### config.mk
export PLATFORM = sky130hd
export DESIGN_NAME = rmth_ctrl
export DESIGN_NICKNAME = d
export VERILOG_FILES = /design/src/hdl/rmth_pkg.sv /design/src/hdl/rmth_ctrl.sv
export SDC_FILE = /design/constraint.sdc
export NUM_CORES = 1
export LEC_CHECK = 0
export ABC_AREA = 1
export BUFFER_PORTS_ARGS = -buffer_cell sky130_fd_sc_hd__buf_2
export CAP_MARGIN = 25
export CORE_UTILIZATION = 47
export CTS_CLUSTER_DIAMETER = 120
export DETAILED_ROUTE_END_ITERATION = 12
export GPL_TIMING_DRIVEN = 1
export PLACE_DENSITY_LB_ADDON = 0.15
export SYNTH_ARGS = -nofsm -noshare
export SYNTH_HDL_FRONTEND = slang
export SYNTH_SLANG_ARGS = --single-unit
### constraint.sdc
create_clock -name clk_i -period 1.5 [get_ports clk_i]
set_input_delay 0.075 -clock clk_i [delete_from_list [all_inputs] [get_ports clk_i]]
set_output_delay 0.075 -clock clk_i [all_outputs]
set_load 0.01 [all_outputs]
### src/hdl/rmth_pkg.sv
`default_nettype none
package rmth_pkg;

  localparam int HEAP_DEPTH = 1024;
  localparam int DATA_WIDTH = 32;

  localparam int IDX_W  = $clog2(HEAP_DEPTH);
  localparam int CNT_W  = IDX_W + 1;
  localparam int TOT_W  = CNT_W + 1;
  localparam int ADDR_W = IDX_W + 1;
  localparam int SMP_W  = 32;
  localparam int MED_W  = 32;
  localparam int SCNT_W = 12;
  localparam int OUT_TDATA_W = 48;

  // heap select: lower half is a max-heap, upper half a min-heap
  localparam logic HEAP_LO = 1'b0;
  localparam logic HEAP_HI = 1'b1;

  typedef enum logic [3:0] {
    OP_NONE,
    OP_LOAD,
    OP_OVF,
    OP_SD_FULL,
    OP_PUSH_KEY_LO,
    OP_PUSH_KEY_HI,
    OP_PUSH_AUX,
    OP_POP_A,
    OP_POP_B,
    OP_POP_C,
    OP_PU_TEST,
    OP_PU_CMP,
    OP_SD_L,
    OP_SD_R,
    OP_SD_CMP,
    OP_MED_RD
  } op_e;

  typedef struct packed {
    logic full;
    logic to_lower;
    logic lo_full;
    logic bal_lo;
    logic bal_hi;
    logic pu_done;
    logic pu_up;
    logic sd_leaf;
    logic sd_stop;
  } dp_status_t;

  typedef struct packed {
    op_e  op;
    logic out_load;
  } dp_cmd_t;

  typedef enum logic [3:0] {
    ST_IDLE,
    ST_DECIDE,
    ST_SD_L,
    ST_SD_R,
    ST_SD_CMP,
    ST_PU_TEST,
    ST_PU_CMP,
    ST_FULL_PUSH,
    ST_BAL,
    ST_POP_B,
    ST_POP_C,
    ST_POP_PUSH,
    ST_MED,
    ST_OUT
  } state_e;

  typedef enum logic [1:0] {
    RET_FULL,
    RET_BAL,
    RET_POP,
    RET_MED
  } ret_e;

  // true when a sits nearer the root than b in the given heap
  function automatic logic outranks(input logic [DATA_WIDTH-1:0] a,
                                    input logic [DATA_WIDTH-1:0] b,
                                    input logic heap);
    logic res;
    if (heap == HEAP_LO) begin
      res = $signed(a) > $signed(b);
    end else begin
      res = $signed(a) < $signed(b);
    end
    return res;
  endfunction

endpackage
`default_nettype wire

### src/hdl/rmth_ctrl.sv
`default_nettype none
module rmth_ctrl (
  input  wire                   clk_i,
  input  wire                   rst_ni,
  input  wire                   in_valid_i,
  output logic                  in_ready_o,
  output logic                  out_valid_o,
  input  wire                   out_ready_i,
  input  rmth_pkg::dp_status_t  status_i,
  output rmth_pkg::dp_cmd_t     cmd_o
);
  import rmth_pkg::*;

  state_e state_q, state_d;
  ret_e   ret_q, ret_d;
  logic   ov_q, ov_d;
  state_e ret_state;

  always_comb begin
    case (ret_q)
      RET_FULL: ret_state = ST_FULL_PUSH;
      RET_BAL:  ret_state = ST_BAL;
      RET_POP:  ret_state = ST_POP_PUSH;
      RET_MED:  ret_state = ST_MED;
      default:  ret_state = ST_MED;
    endcase
  end

  always_ff @(posedge clk_i or negedge rst_ni) begin
    if (!rst_ni) begin
      state_q <= ST_IDLE;
      ret_q   <= RET_BAL;
      ov_q    <= 1'b0;
    end else begin
      state_q <= state_d;
      ret_q   <= ret_d;
      ov_q    <= ov_d;
    end
  end

  always_comb begin
    state_d = state_q;
    ret_d   = ret_q;
    ov_d    = ov_q && !out_ready_i;
    cmd_o.op       = OP_NONE;
    cmd_o.out_load = 1'b0;
    in_ready_o     = 1'b0;
    case (state_q)
      ST_IDLE: begin
        in_ready_o = 1'b1;
        if (in_valid_i) begin
          cmd_o.op = OP_LOAD;
          state_d  = ST_DECIDE;
        end
      end
      ST_DECIDE: begin
        if (status_i.full) begin
          cmd_o.op = OP_OVF;
          state_d  = ST_MED;
        end else if (status_i.to_lower && status_i.lo_full) begin
          cmd_o.op = OP_SD_FULL;
          ret_d    = RET_FULL;
          state_d  = ST_SD_L;
        end else begin
          cmd_o.op = status_i.to_lower ? OP_PUSH_KEY_LO : OP_PUSH_KEY_HI;
          ret_d    = RET_BAL;
          state_d  = ST_PU_TEST;
        end
      end
      ST_SD_L: begin
        cmd_o.op = OP_SD_L;
        state_d  = status_i.sd_leaf ? ret_state : ST_SD_R;
      end
      ST_SD_R: begin
        cmd_o.op = OP_SD_R;
        state_d  = ST_SD_CMP;
      end
      ST_SD_CMP: begin
        cmd_o.op = OP_SD_CMP;
        state_d  = status_i.sd_stop ? ret_state : ST_SD_L;
      end
      ST_PU_TEST: begin
        cmd_o.op = OP_PU_TEST;
        state_d  = status_i.pu_done ? ret_state : ST_PU_CMP;
      end
      ST_PU_CMP: begin
        cmd_o.op = OP_PU_CMP;
        state_d  = status_i.pu_up ? ST_PU_TEST : ret_state;
      end
      ST_FULL_PUSH: begin
        cmd_o.op = OP_PUSH_AUX;
        ret_d    = RET_BAL;
        state_d  = ST_PU_TEST;
      end
      ST_BAL: begin
        if (status_i.bal_lo || status_i.bal_hi) begin
          cmd_o.op = OP_POP_A;
          state_d  = ST_POP_B;
        end else begin
          state_d  = ST_MED;
        end
      end
      ST_POP_B: begin
        cmd_o.op = OP_POP_B;
        state_d  = ST_POP_C;
      end
      ST_POP_C: begin
        cmd_o.op = OP_POP_C;
        ret_d    = RET_POP;
        state_d  = ST_SD_L;
      end
      ST_POP_PUSH: begin
        cmd_o.op = OP_PUSH_AUX;
        ret_d    = RET_MED;
        state_d  = ST_PU_TEST;
      end
      ST_MED: begin
        cmd_o.op = OP_MED_RD;
        state_d  = ST_OUT;
      end
      ST_OUT: begin
        if (!ov_q || out_ready_i) begin
          cmd_o.out_load = 1'b1;
          ov_d           = 1'b1;
          state_d        = ST_IDLE;
        end
      end
      default: state_d = ST_IDLE;
    endcase
  end

  assign out_valid_o = ov_q;

endmodule
`default_nettype wire
After elaboration in Yosys (flattened, before gate mapping) --
Index checks and enable logic that the tools add are counted.
Cells by class: bitwise logic cells 0, shift-type cells 0, div/mod/pow operators 0, order comparisons 0, equal/unequal tests 19, reductions and logical operators 12, add/subtract/negate cells 0, multipliers 0, multiplexer cells 25
Operators with widths (number):
- $pmux W4 S13 | 1
- $pmux W4 S12 | 1
- $mux W4 | 7
- $eq A4 B4 Y1 const B | 6
- $eq A4 B3 Y1 const B | 4
- $pmux W4 S4 | 1
- $mux W3 | 5
- $eq A4 B2 Y1 const B | 2
- $mux W1 | 8
- $pmux W2 S4 | 1
- $ne A2 B2 Y1 const B | 3
- $eq A2 B2 Y1 const B | 2
- $eq A4 B1 Y1 const B | 1
- $logic_not A4 Y1 | 1
- $reduce_and A2 Y1 | 2
- $reduce_bool A4 Y1 | 1
- $eq A2 B1 Y1 const B | 1
- $logic_and A1 B1 Y1 | 2
- $logic_not A1 Y1 | 2
- $logic_not A2 Y1 | 1
- $logic_or A1 B1 Y1 | 2
- $mux W2 | 1
- $reduce_or A2 Y1 | 1
Storage, ports and cells: input bits 13, memories kept 0, bits in writable memories 0, bits in latches 0, memory bits (read-only) 0, word-level logic and storage cells 59, register bits after elaboration 7, output and inout port bits 7

Depth between registers and ports, before layout --
depth in word-level cells 4, mapped depth 10, gate-level depth less buffers 10

Least setup slack after synthesis --
No wires, ideal clock.
path type reg2reg, from reg ret_q[0], to reg state_q[0], required time 1.380 ns, library setup time 0.120 ns, slack 0.013 ns, cell stages (with the launch flop) 11, arrival time 1.367 ns, clock period less this slack 1.487 ns, path buffers 0, cells stage by stage dfstp_2 -> inv_1 -> ha_1 -> nor2_1 -> nand2_1 -> nand2_2 -> nand2_1 -> nor2_2 -> nand3_1 -> nand2_1 -> nand2_1
Between the ends: longest elaborated chain between the ends 4, elaborated cells between the ends (all ways) 10, those cells by class 3 x eq/ne; 6 x mux; 1 x reduce/logical
Ends and longest elaborated chain:
- from (decl) | RTL line rmth_ctrl.sv:15 | ret_e ret_q, ret_d;
- from (signal assigned) | RTL line rmth_ctrl.sv:36 | ret_q <= ret_d;
- $eq A2 B2 Y1, or another cell as far along | RTL line rmth_ctrl.sv:20 | case (ret_q)
- $pmux W4 S4 * | RTL line rmth_ctrl.sv:20
- $mux W4, on equally long branches
- $pmux W4 S13 * | RTL line rmth_ctrl.sv:48 | case (state_q)
- to (signal assigned) | RTL line rmth_ctrl.sv:35 | state_q <= state_d;
- to (decl) | RTL line rmth_ctrl.sv:14 | state_e state_q, state_d;
Every way passes the cells marked *; elsewhere a longest branch is shown, timed or not. A chain may end at the register's enable or synchronous reset.

==> results.md <==
| Item | This run | Unit |
| --- | --- | --- |
| Delay of the slowest critical-path stage | 0.47 | ns |
| CP required | 1.42 | ns |
| Via count | 1032 | - |
| Yosys Warn Count | 0 | - |
| Setup clock skew after layout | 0.000607 | ns |
| Post-detail-place hpwl | 1860 | um |
| Minimum clock period after layout | 1.52 | ns |
| Result of the run | finished, violations left | - |
| Leading cell type in the layout, fill and taps excluded | nand2_1 | - |
| Power density cells | 2180 | mW/mm2 |
| Ordered list of cells on the worst path | inv_4 > nand2_4 > nor2_4 > nand2_2 > nand2_2 > nor2_4 > nand3_2 > buf_6 | - |
| Max Fclk | 656 | MHz |
| Final RePlAce weighted congestion | 0.915 | - |
| Leak pwr | 0.626 | nW |
| Gr ovfl total | 0 | - |
| Logic depth of the worst register-to-register path | 7 | - |
| Setup repair after global routing missed its margin | true | - |
| Synth cell types | 23 | - |
| Mapped Cells | 138 | - |
| Cell Area, Synth | 826 | um2 |
| Number of buffers on the longest clock path | 2 | - |
| Overall power of the completed layout | 2.56 | mW |
| Count of endpoints failing hold in the final timing report | 0 | - |
| Category of the most critical setup path | reg2out | - |
| Min-Delay Path Class | in2reg | - |
| Wirelength, routed | 2480 | um |
| Number of core rows | 14 | - |
| Slew HR | 82.5 | % |
| CTS clk-pin slew, worst paths | 0.05 | ns |
| Slew @ Worst Pin | 0.259 | ns |
| CP Capture Type | output port | - |
| Number of nets still failing antenna checks after routing | 0 | - |
| Syn nets | 153 | - |
| Detailed-router iteration count before antenna repair | 6 | - |
| Final-layout setup total negative slack | -0.0243 | ns |
| Total clock buffers created by CTS | 3 | - |
| Area enclosed by the die boundary | 0.00193 | mm2 |
| Placeable core region | 0.00158 | mm2 |
| Final slew viol count | 0 | - |
| Clock tree from TritonCTS | done | - |
| Peak fanout along the critical path | 6 | - |
| Seq/Total Area, Yosys | 21.4 | % |
| Post-Synthesis Mean Instance Area | 5.98 | um2 |
| Startpoint kind of the worst setup timing path | flip-flop | - |
| Number of nets in the finished design | 189 | - |
| Initial antenna violation count | 0 | - |
| Area added between synthesis and finish | 42.3 | % |
| # H-tree levels | 1 | - |
| Final Worst Setup Slack | -0.0243 | ns |
| Routed wirelength normalized by instance count | 13.1 | um |
| Fraction of final layout cells with drive strength greater than 1 | 50.9 | % |
| Number of synthesized register bits | 7 | - |
| Maximum number of pins on one net before global-route repair | 8 | - |
| First-pass GRT wire length | 3900 | um |
| Antenna cells | 0 | - |
| Chip Width | 43.9 | um |
| Quantity of I/O buffers inserted on ports | 19 | - |
| Die Span Y | 43.9 | um |
| Count of fill cells added during filler insertion | 153 | - |
| Routed via count divided by cell count | 5.46 | - |
| Aggregate global-route resource usage | 27.7 | % |
| Commonest non-fill, non-tap cells in the layout | nand2_1, buf_2, nand2_2, inv_1, nor2_1 | - |
| Vias in the first global route | 956 | - |
| Final instance area | 0.00117 | mm2 |
| Remaining DRCs | 0 | - |
| Worst vdd rail ir drop | 1.25 | mV |
| CP Data Arrival Time | 1.45 | ns |
| Hold path cells | 4 | - |
| Violations in the final reports | setup timing | - |
| Multi-input combinational cell area | 651 | um2 |
| Clk root buf | clkbuf_4 | - |
| Cell with the largest stage delay on the worst path | dfrtp_2 | - |
| Area occupied by registers | 180 | um2 |
| Sink count of the clock tree | 7 | - |
| Crit share post-route | 102 | % |
| Number of max-cap violations | 0 | - |
| Post-Place Cell Area | 956 | um2 |
| # setup viols final | 1 | - |
| Clock latency of the later-clocked register in the worst-skew pair | 0.26 | ns |
| Number of violations reported at the end of detailed-routing iteration 0 | 41 | - |
| Initial core utilization | 52.4 | % |
| Number of top-level design ports | 20 | - |
-- flip-flops by register name, indices dropped and copies added, names as in the netlist --
| register | flops |
|---|---|
| ret_q | 2 |
| out_valid_o | 1 |
| state_q | 4 |
-- repair_timing --
action                                 CTS  global route
setup buffers                            6             3
resized for setup                        9            28
hold buffers                             1             0
pin swaps                                4            13
endpoints found under the hold margin    7             0
setup endpoints to repair                7             7
cloned                                   0             0
-- worst paths after layout --
| path | from | endpoint | slack (ns) |
|---|---|---|---|
| min in group asynchronous | rst_ni | state_q[2] | 0.18 |
| worst min register to register | ret_q[0] | ret_q[0] | 0.54 |
| max in group asynchronous | rst_ni | ret_q[0] | 1.09 |
| worst max register to register | ret_q[0] | state_q[2] | 0.05 |
| worst max-delay path | state_q[1] | cmd_o[3] | -0.02 |
| worst min-delay path | out_ready_i | out_valid_o | 0.09 |
-- final cells by class --
class,instances,area share (%)
clock buffer,4,2.24
inverter,26,8.52
multi-input combinational,105,55.4
sequential,7,15.3
tap,16,1.70
timing repair buffer,31,16.8
-- kinds of logic (layout without fill, tap and decap cells) --
logic type / Yosys count / count (layout) / synth area share [%]
buffers and inverters: 26 / 61 / 11.8
AOI/OAI and AO/OA: 19 / 19 / 13.2
adders and majority gates: 2 / 2 / 3.03
DFF: 7 / 7 / 21.4
and+or+nand+nor: 84 / 84 / 50.6
-- routing by layer --
metal | part of all wire (%) | up-vias | GRT usage [%] | routed length [um]
met2 | 52 | 47 | 48.4 | 1290
met3 | 5.6 | 10 | 5.83 | 139
li1 | - | 503 | - | -
met5 | 0 | - | 0 | 0
met1 | 40 | 472 | 34.3 | 1000
met4 | 1.8 | 0 | 7.88 | 44
-- critical path: cells and delay by family (launching register included) --
family	cells	cell delay (ns)
simple gates	6	0.51
flops	1	0.47
buf+inv	2	0.20
-- power by group --
part	switching [mW]	total, mW	internal (mW)
Clock	0.0739	0.176	0.102
Combinational	1.13	1.97	0.841
Sequential	0.123	0.419	0.297
Total	1.32	2.56	1.24
-- through the flow --
stage / utilization (%) / hold WS, ns / instances / worst slack [ns]
floorplan: - / -0.221 / 138 / 0.0127
global placement: 60.6 / -0.0900 / 175 / 0.00136
detailed placement: 60.6 / -0.0875 / 175 / -0.0356
CTS: 67.2 / 0.0877 / 186 / -0.0295
global route: 74.5 / 0.152 / 189 / -0.0798
finish: 74.5 / 0.0918 / 189 / -0.0243
-- cell usage after synthesis, drive strengths merged --
master | n | area share (%)
and2 | 1 | 0.76
a21oi | 6 | 3.6
nand2 | 42 | 23
inv | 25 | 11
ha | 2 | 3.0
o21a | 1 | 0.91
nor3 | 3 | 1.8
dfrtp | 6 | 18
nand3 | 11 | 7.9
dfstp | 1 | 3.2
nor2 | 24 | 15
nand4 | 3 | 2.3
o2111ai | 1 | 1.1
clkinv | 1 | 0.45
o21ai | 11 | 7.6
Power figures use the tool's default switching activity.
